==> config.mk <==
export PLATFORM = sky130hd
export DESIGN_NAME = range_gate_compress_quantize_top
export DESIGN_NICKNAME = d
export VERILOG_FILES = /design/src/design/rgcq_pkg.sv /design/src/design/rgcq_step.sv /design/src/design/range_gate_compress_quantize_top.sv
export SDC_FILE = /design/constraint.sdc
export NUM_CORES = 2
export LEC_CHECK = 0
export BUFFER_PORTS_ARGS = -buffer_cell sky130_fd_sc_hd__buf_2
export CORE_MARGIN = 2
export CORE_UTILIZATION = 65
export CTS_BUF_LIST = sky130_fd_sc_hd__clkbuf_4 sky130_fd_sc_hd__clkbuf_8
export DETAILED_ROUTE_END_ITERATION = 16
export GPL_TIMING_DRIVEN = 1
export PLACE_DENSITY_LB_ADDON = 0.05
export SYNTH_ARGS = -nofsm -noshare
export SYNTH_HDL_FRONTEND = slang
export SYNTH_SLANG_ARGS = --single-unit
==> constraint.sdc <==
create_clock -name clk -period 7.2 [get_ports clk]
set_input_delay 1.08 -clock clk [delete_from_list [all_inputs] [get_ports clk]]
set_output_delay 1.08 -clock clk [all_outputs]
set_load 0.05 [all_outputs]
==> src/design/rgcq_pkg.sv <==
`default_nettype none
package rgcq_pkg;

  localparam int NumSteps = 8;

  localparam logic [2:0] MASK_POWER    = 3'b001;
  localparam logic [2:0] MASK_VELOCITY = 3'b010;
  localparam logic [2:0] MASK_WIDTH    = 3'b100;
  localparam logic [7:0] CODE_MAX      = 8'hFF;

  localparam logic [2:0] REG_MIN_POWER    = 3'd0;
  localparam logic [2:0] REG_POWER_MAX    = 3'd1;
  localparam logic [2:0] REG_VELOCITY_MAX = 3'd2;
  localparam logic [2:0] REG_WIDTH_MAX    = 3'd3;
  localparam logic [2:0] REG_FIELD_MASK   = 3'd4;

  // One quantizer lane: partial remainder x (< 2*den unless saturated), quotient so far.
  typedef struct packed {
    logic        active;
    logic        sat;
    logic [24:0] x;
    logic [7:0]  q;
  } lane_t;

  typedef struct packed {
    logic  stored;
    logic  gmark;
    lane_t pw;
    lane_t vel;
    lane_t wid;
  } item_t;

  typedef struct packed {
    logic [22:0] power_max;
    logic [22:0] velocity_max;
    logic [22:0] width_max;
  } dens_t;

  function automatic logic [7:0] lane_code(input lane_t l);
    logic [7:0] c;
    if (l.sat) c = CODE_MAX;
    else if (l.active) c = l.q;
    else c = 8'd0;
    return c;
  endfunction

endpackage
`default_nettype wire

==> src/design/rgcq_step.sv <==
`default_nettype none
module rgcq_step
  import rgcq_pkg::*;
(
  input  item_t item_i,
  input  dens_t dens_i,
  output item_t item_o
);

  function automatic lane_t one_bit(input lane_t l, input logic [22:0] den);
    lane_t       r;
    logic        b;
    logic [24:0] xs;
    r  = l;
    b  = (l.x >= {2'b00, den});
    xs = b ? (l.x - {2'b00, den}) : l.x;
    r.x = {xs[23:0], 1'b0};
    r.q = {l.q[6:0], b};
    return r;
  endfunction

  always_comb begin
    item_o     = item_i;
    item_o.pw  = one_bit(item_i.pw,  dens_i.power_max);
    item_o.vel = one_bit(item_i.vel, dens_i.velocity_max);
    item_o.wid = one_bit(item_i.wid, dens_i.width_max);
  end

endmodule
`default_nettype wire

==> src/design/range_gate_compress_quantize_top.sv <==
`default_nettype none
// Range gate compressor / quantizer.
// Input channel (in_*): one range gate per item, taken when in_valid is high
// and in_stall is low. Result channel (out_*): exactly one result item per
// input item, in order, taken when out_valid is high and out_stall is low.
// Configuration (cfg_*): write cfg_wdata to register cfg_index when cfg_we is
// high; only while no item is in flight.
// Path: the prepare register loads the item at the accepting edge, then eight
// division stages follow, one quotient bit per stage for all three lanes;
// out_valid rises once the item reaches the last stage.
// Throughput: one item per cycle unless in_stall is high; the eight-stage
// bit-serial divider is fully pipelined.
// Stall: each stage holds while its successor is full and stalled; bubbles
// collapse, so the input keeps taking items until every stage is full.
// Reset (rst_n low, synchronous): pipeline emptied, registers return to
// min_power 768, power_max 15360, velocity_max 256000, width_max 256000,
// field_mask 7.
module range_gate_compress_quantize_top
  import rgcq_pkg::*;
(
  input  wire logic        clk,
  input  wire logic        rst_n,
  input  wire logic        in_valid,
  output      logic        in_stall,
  input  wire logic        in_ground_scatter,
  input  wire logic        in_quality_ok,
  input  wire logic [23:0] in_lag_zero_power,
  input  wire logic [23:0] in_lag_power,
  input  wire logic [23:0] in_doppler_velocity,
  input  wire logic [23:0] in_spectral_width,
  output      logic        out_valid,
  input  wire logic        out_stall,
  output      logic        out_gate_stored,
  output      logic        out_ground_mark,
  output      logic [7:0]  out_power_code,
  output      logic [7:0]  out_velocity_code,
  output      logic [7:0]  out_width_code,
  input  wire logic        cfg_we,
  input  wire logic [2:0]  cfg_index,
  input  wire logic [23:0] cfg_wdata
);

  // config registers
  logic [23:0] min_power_r;
  logic [22:0] power_max_r, velocity_max_r, width_max_r;
  logic [2:0]  field_mask_r;

  always_ff @(posedge clk) begin
    if (!rst_n) begin
      min_power_r    <= 24'd768;
      power_max_r    <= 23'd15360;
      velocity_max_r <= 23'd256000;
      width_max_r    <= 23'd256000;
      field_mask_r   <= 3'd7;
    end else if (cfg_we) begin
      case (cfg_index)
        REG_MIN_POWER:    min_power_r    <= cfg_wdata;
        REG_POWER_MAX:    power_max_r    <= cfg_wdata[22:0];
        REG_VELOCITY_MAX: velocity_max_r <= cfg_wdata[22:0];
        REG_WIDTH_MAX:    width_max_r    <= cfg_wdata[22:0];
        REG_FIELD_MASK:   field_mask_r   <= cfg_wdata[2:0];
        default: ;
      endcase
    end
  end

  dens_t dens;
  assign dens = '{power_max: power_max_r, velocity_max: velocity_max_r,
                  width_max: width_max_r};

  // prepare stage: threshold, numerators, saturation and zero detection.
  // Each lane divides x0 (< 2*den) to 8 bits: code = floor(x0*128/den).
  item_t       prep_nxt;
  logic        stored;
  logic signed [25:0] vnum;

  always_comb begin
    stored = in_quality_ok && ($signed(in_lag_zero_power) > $signed(min_power_r));
    vnum   = $signed({3'b000, velocity_max_r}) +
             $signed({{2{in_doppler_velocity[23]}}, in_doppler_velocity});

    prep_nxt        = '0;
    prep_nxt.stored = stored;
    prep_nxt.gmark  = in_ground_scatter;

    // power: x0 = 2*p, saturate when p >= den
    prep_nxt.pw.active = stored && (field_mask_r & MASK_POWER) != 3'd0 &&
                         $signed(in_lag_power) > 24'sd0;
    prep_nxt.pw.sat    = prep_nxt.pw.active &&
                         ({1'b0, in_lag_power[22:0]} >= {1'b0, power_max_r});
    prep_nxt.pw.x      = prep_nxt.pw.active ? {in_lag_power, 1'b0} : 25'd0;

    // velocity: x0 = vmax + v, saturate when x0 >= 2*den
    prep_nxt.vel.active = stored && (field_mask_r & MASK_VELOCITY) != 3'd0 &&
                          vnum > 26'sd0;
    prep_nxt.vel.sat    = prep_nxt.vel.active &&
                          (vnum[24:0] >= {1'b0, velocity_max_r, 1'b0});
    prep_nxt.vel.x      = prep_nxt.vel.active ? vnum[24:0] : 25'd0;

    // width: same as power
    prep_nxt.wid.active = stored && (field_mask_r & MASK_WIDTH) != 3'd0 &&
                          $signed(in_spectral_width) > 24'sd0;
    prep_nxt.wid.sat    = prep_nxt.wid.active &&
                          ({1'b0, in_spectral_width[22:0]} >= {1'b0, width_max_r});
    prep_nxt.wid.x      = prep_nxt.wid.active ? {in_spectral_width, 1'b0} : 25'd0;
  end

  // stage 0 = prepared item, stage k = k quotient bits done
  item_t                st_r   [NumSteps+1];
  item_t                st_nxt [NumSteps+1];
  logic [NumSteps:0]    vld_r;
  logic [NumSteps+1:0]  rdy;

  assign st_nxt[0] = prep_nxt;

  for (genvar k = 0; k < NumSteps; k++) begin : g_step
    rgcq_step u_step (
      .item_i (st_r[k]),
      .dens_i (dens),
      .item_o (st_nxt[k+1])
    );
  end

  always_comb begin
    rdy[NumSteps+1] = !out_stall;
    for (int k = NumSteps; k >= 0; k--) begin
      rdy[k] = !vld_r[k] || rdy[k+1];
    end
  end

  assign in_stall = !rdy[0];

  always_ff @(posedge clk) begin
    if (!rst_n) begin
      vld_r <= '0;
    end else begin
      if (rdy[0]) vld_r[0] <= in_valid;
      for (int k = 1; k <= NumSteps; k++) begin
        if (rdy[k]) vld_r[k] <= vld_r[k-1];
      end
    end
  end

  always_ff @(posedge clk) begin
    for (int k = 0; k <= NumSteps; k++) begin
      if (rdy[k]) st_r[k] <= st_nxt[k];
    end
  end

  assign out_valid         = vld_r[NumSteps];
  assign out_gate_stored   = st_r[NumSteps].stored;
  assign out_ground_mark   = st_r[NumSteps].gmark;
  assign out_power_code    = lane_code(st_r[NumSteps].pw);
  assign out_velocity_code = lane_code(st_r[NumSteps].vel);
  assign out_width_code    = lane_code(st_r[NumSteps].wid);

`ifndef NO_ASSERTIONS
  // an unstored gate never carries a code
  a_unstored_zero: assert property (@(posedge clk) disable iff (!rst_n)
    out_valid && !out_gate_stored |->
      out_power_code == 8'd0 && out_velocity_code == 8'd0 && out_width_code == 8'd0)
    else $error("unstored gate with nonzero code");

  // input backs up only when the whole pipe is full behind a stalled output
  a_stall_full: assert property (@(posedge clk) disable iff (!rst_n)
    in_stall |-> out_valid && out_stall && (&vld_r))
    else $error("input stalled with room in the pipeline");

  // a held result does not change while stalled
  a_hold: assert property (@(posedge clk) disable iff (!rst_n)
    out_valid && out_stall |=> out_valid && $stable(out_power_code) &&
      $stable(out_velocity_code) && $stable(out_width_code))
    else $error("stalled result changed");
`endif

endmodule
`default_nettype wire

==> reports/summary.txt <==
hold_ws: 0.4015 ns
arrival time of data at the critical path endpoint: 3.85 ns
Worst Setup Start Kind: flip-flop
Pre-antenna DRT Iters: 6
run status: finished, final reports clean
Leak: 27.61 nW
delay of the slowest critical-path stage: 0.47 ns
busiest metal layer after global routing: met2
core region area: 91940 sq um
max-cap check violation count: 0
buffers inserted by post-CTS timing repair: 0
Clock Tree Root: clkbuf_8
H-tree levels: 4
initial antenna violation count: 13
clock sink count: 862
width of the chip: 309.0 microns
die area: 95460 sq um
number of global-route vias before repair: 45570
Avg WL per Cell: 21.98 microns
drc violations: 0
dominant delay contributor by cell family on the critical path: simple AND/OR/NAND/NOR gates
I/O pin count: 158
class of the tightest hold or removal check: input port to flip-flop
initial core utilization: 0.6575
Final Slew Violations: 0
global-route wire length before repair: 252.6 mm
Rows: 111
count of warnings emitted by yosys: 0
clock tree from TritonCTS: yes
worst-case clock buffer depth: 3
most frequently used flop master after synthesis: edfxtp_1
post-route antenna net violation count: 0
die span in y: 309.0 microns
met1 routing resource usage after global routing: 0.4531
number of I/O port buffers: 157
total via count in the routed design: 47620
Global Route met2 Usage: 0.5455
post-detail-place hpwl: 124.3 mm
routed via count divided by cell count: 6.327
RSZ-0062 raised after global routing: false
Critical Path Fanout Max: 34
FFs w/ async S/R, synth: 0
register bit total from synthesis: 862
number of enable flip-flop cells after synthesis: 757
number of distinct standard cells referenced by the synthesized netlist: 90
area grow syn2layout: 8.978%
total negative slack: 0 ns
worst vdd rail ir drop: 0.2623 mV
CTS hold repair buffers: 0
fraction of layout cells with a size suffix above 1: 0.1270
sequential share of the synthesized area: 0.4108
Mapped Avg Cell Area: 10.21 sq um
final setup vio count: 0
clock insertion delay at the later pin of the skew report: 0.86 ns
RePlAce Congestion: 0.9531
worst-case headroom to the max-slew limit: 0.1702
total CTS buffers: 150
number of hold-slack violations in the final timing report: 0
min Tclk post-route: 4.930 ns
post-synthesis cell count: 5924
count of routing violations after the opening detailed-route iteration: 4081
CP Capture Type: output pin
# resized after CTS: 0
clock edge transition at the registers on the reported setup and hold paths: 0.06 ns
worst path bufs/invs: 2
GRT Util Overall: 0.3441
Netlist Area Pre-Place: 60460 sq um
upper clock frequency limit: 202.8 MHz
WL final: 165.4 mm
number of nets in the layout: 6977
pin count of the biggest net entering global routing: 67
worst clock skew: 0.04554 ns
met3 routing resource usage after global routing: 0.07619
grt total ovfl: 0
part of the cycle the worst path needs: 0.6847
Setup Crit Path Kind: flip-flop to output pin
transition time at the pin with the least slew margin: 1.245 ns
cell with the biggest individual delay on the critical path: dfxtp_1
Power Density: 402.5 nW/um^2
Cell Chain, Critical Path: and3_1 > and3_1 > and3_1 > and2_1 > nand3_4 > inv_1 > buf_2
cell repeated most along the worst path: and3_1
required time of the critical path: 6.12 ns
## registers in the layout (all words and copies together) (netlist names)
signal,flops
st_r,757
min_power_r,24
power_max_r,23
velocity_max_r,23
width_max_r,23
vld_r,9
field_mask_r,3
## synth_stat cells, types with 14 or more instances
library cell / number / area (sq um)
edfxtp_1: 757 / 22730
ha_1: 665 / 8320
a21oi_1: 547 / 2738
nor2_1: 493 / 1851
nand2_1: 416 / 1562
xnor2_1: 274 / 2400
a21o_1: 260 / 1952
inv_1: 246 / 923.4
mux2_2: 237 / 2669
o21ai_0: 232 / 1161
xor2_1: 127 / 1112
nand3_1: 115 / 575.6
dfxtp_1: 105 / 2102
o21a_1: 103 / 773.2
a21boi_0: 99 / 743.2
nor3_1: 99 / 495.5
and2_1: 90 / 563.0
nand4_1: 83 / 519.3
nor2b_1: 81 / 506.7
clkbuf_1: 77 / 289.0
nand2b_1: 77 / 481.7
a31oi_1: 59 / 369.1
and3_1: 59 / 369.1
o21bai_1: 46 / 345.3
a211oi_1: 36 / 270.3
o31ai_1: 36 / 270.3
o211ai_1: 35 / 262.8
buf_2: 34 / 170.2
or3_1: 33 / 206.5
or2_2: 32 / 200.2
nor4_1: 24 / 150.1
fa_1: 22 / 440.4
a211o_1: 20 / 175.2
a31o_2: 19 / 166.4
mux2_4: 16 / 240.2
o31a_1: 16 / 140.1
a41oi_1: 15 / 131.4
mux2i_1: 14 / 140.1
nand3b_1: 14 / 105.1
## placed cells by master, fill, tap and decap left out, types with 19 or more instances in the layout
cell      instances
a21oi_1         547
nand2_1         412
a21o_1          260
o31ai_1          36
inv_1           242
o21ai_0         231
buf_2           156
and3_1           59
ha_1            665
mux2_2          237
nor4_1           24
nand2b_1         77
clkinv_1         25
nor2_1          492
clkbuf_8        156
o21a_1          103
buf_4            55
xor2_1          127
a211o_1          20
nand4_1          83
edfxtp_1        757
a31oi_1          59
o21bai_1         46
or2_2            32
and2_1           90
a211oi_1         35
a31o_2           19
o211ai_1         35
nand3_1         114
nor3_1           99
dfxtp_1         105
a21boi_0         99
fa_1             22
nor2b_1          81
clkbuf_4         43
xnor2_1         274
clkinv_2         20
or3_1            33
## logic make-up after synthesis
logic type      synth area share
xor+xnor                 0.05809
compound gates            0.1774
buf+inv                  0.02486
simple gates              0.1335
other cells           0.00006203
flops                     0.4108
fa+ha+maj                 0.1449
mux                      0.05044
## final cells by class
| class | instances | area (sq um) |
|---|---|---|
| sequential | 862 | 24830 |
| clock buffer | 199 | 2470 |
| tap | 1243 | 1555 |
| multi-input combinational | 4689 | 34190 |
| clock inverter | 74 | 696.9 |
| fill | 6980 | 26060 |
| antenna | 3 | 7.507 |
| timing repair buffer | 211 | 1194 |
| inverter | 246 | 933.4 |
## final timing paths
| path | slack [ns] | end | start | depth (start not counted) |
|---|---|---|---|---|
| setup / recovery | 2.27 | in_stall | vld_r[8]$_SDFFE_PN0P_ | 7 |
| hold / removal | 0.40 | st_r[0][105]$_DFFE_PN_ | in_ground_scatter | 1 |
| setup reg to reg | 2.32 | st_r[0][726]$_DFFE_PP_ | power_max_r[1]$_SDFFE_PN0P_ | 11 |
| hold reg to reg | 0.41 | st_r[0][640]$_DFFE_PP_ | st_r[0][533]$_DFFE_PP_ | 0 |
## stage by stage
stage,utilization,cell area (sq um),cells,worst slack [ns],power [mW]
6_report,0.7166,65880,7527,2.270,26.52
5_1_grt,0.7165,65880,7525,1.969,28.35
3_3_place_gp,0.6821,62710,7251,2.043,21.15
4_1_cts,0.7165,65880,7524,2.226,26.40
2_1_floorplan,-,60460,5926,1.117,18.75
3_5_place_dp,0.6821,62710,7251,2.050,21.49
## layer usage
metal / vias up / routed length [microns]
li1: 22690 / -
met1: 22660 / 69200
met2: 1842 / 73680
met3: 417 / 14730
met4: 22 / 7694
met5: - / 138
## power breakdown
part           leakage (nW)  switching, mW  internal [mW]  total (mW)
registers              9.00          0.916           7.84        8.76
logic                  17.0           6.92           6.03        13.0
clock network          1.64           2.15           2.65        4.81
No activity file was read; power rests on OpenSTA's default activity.
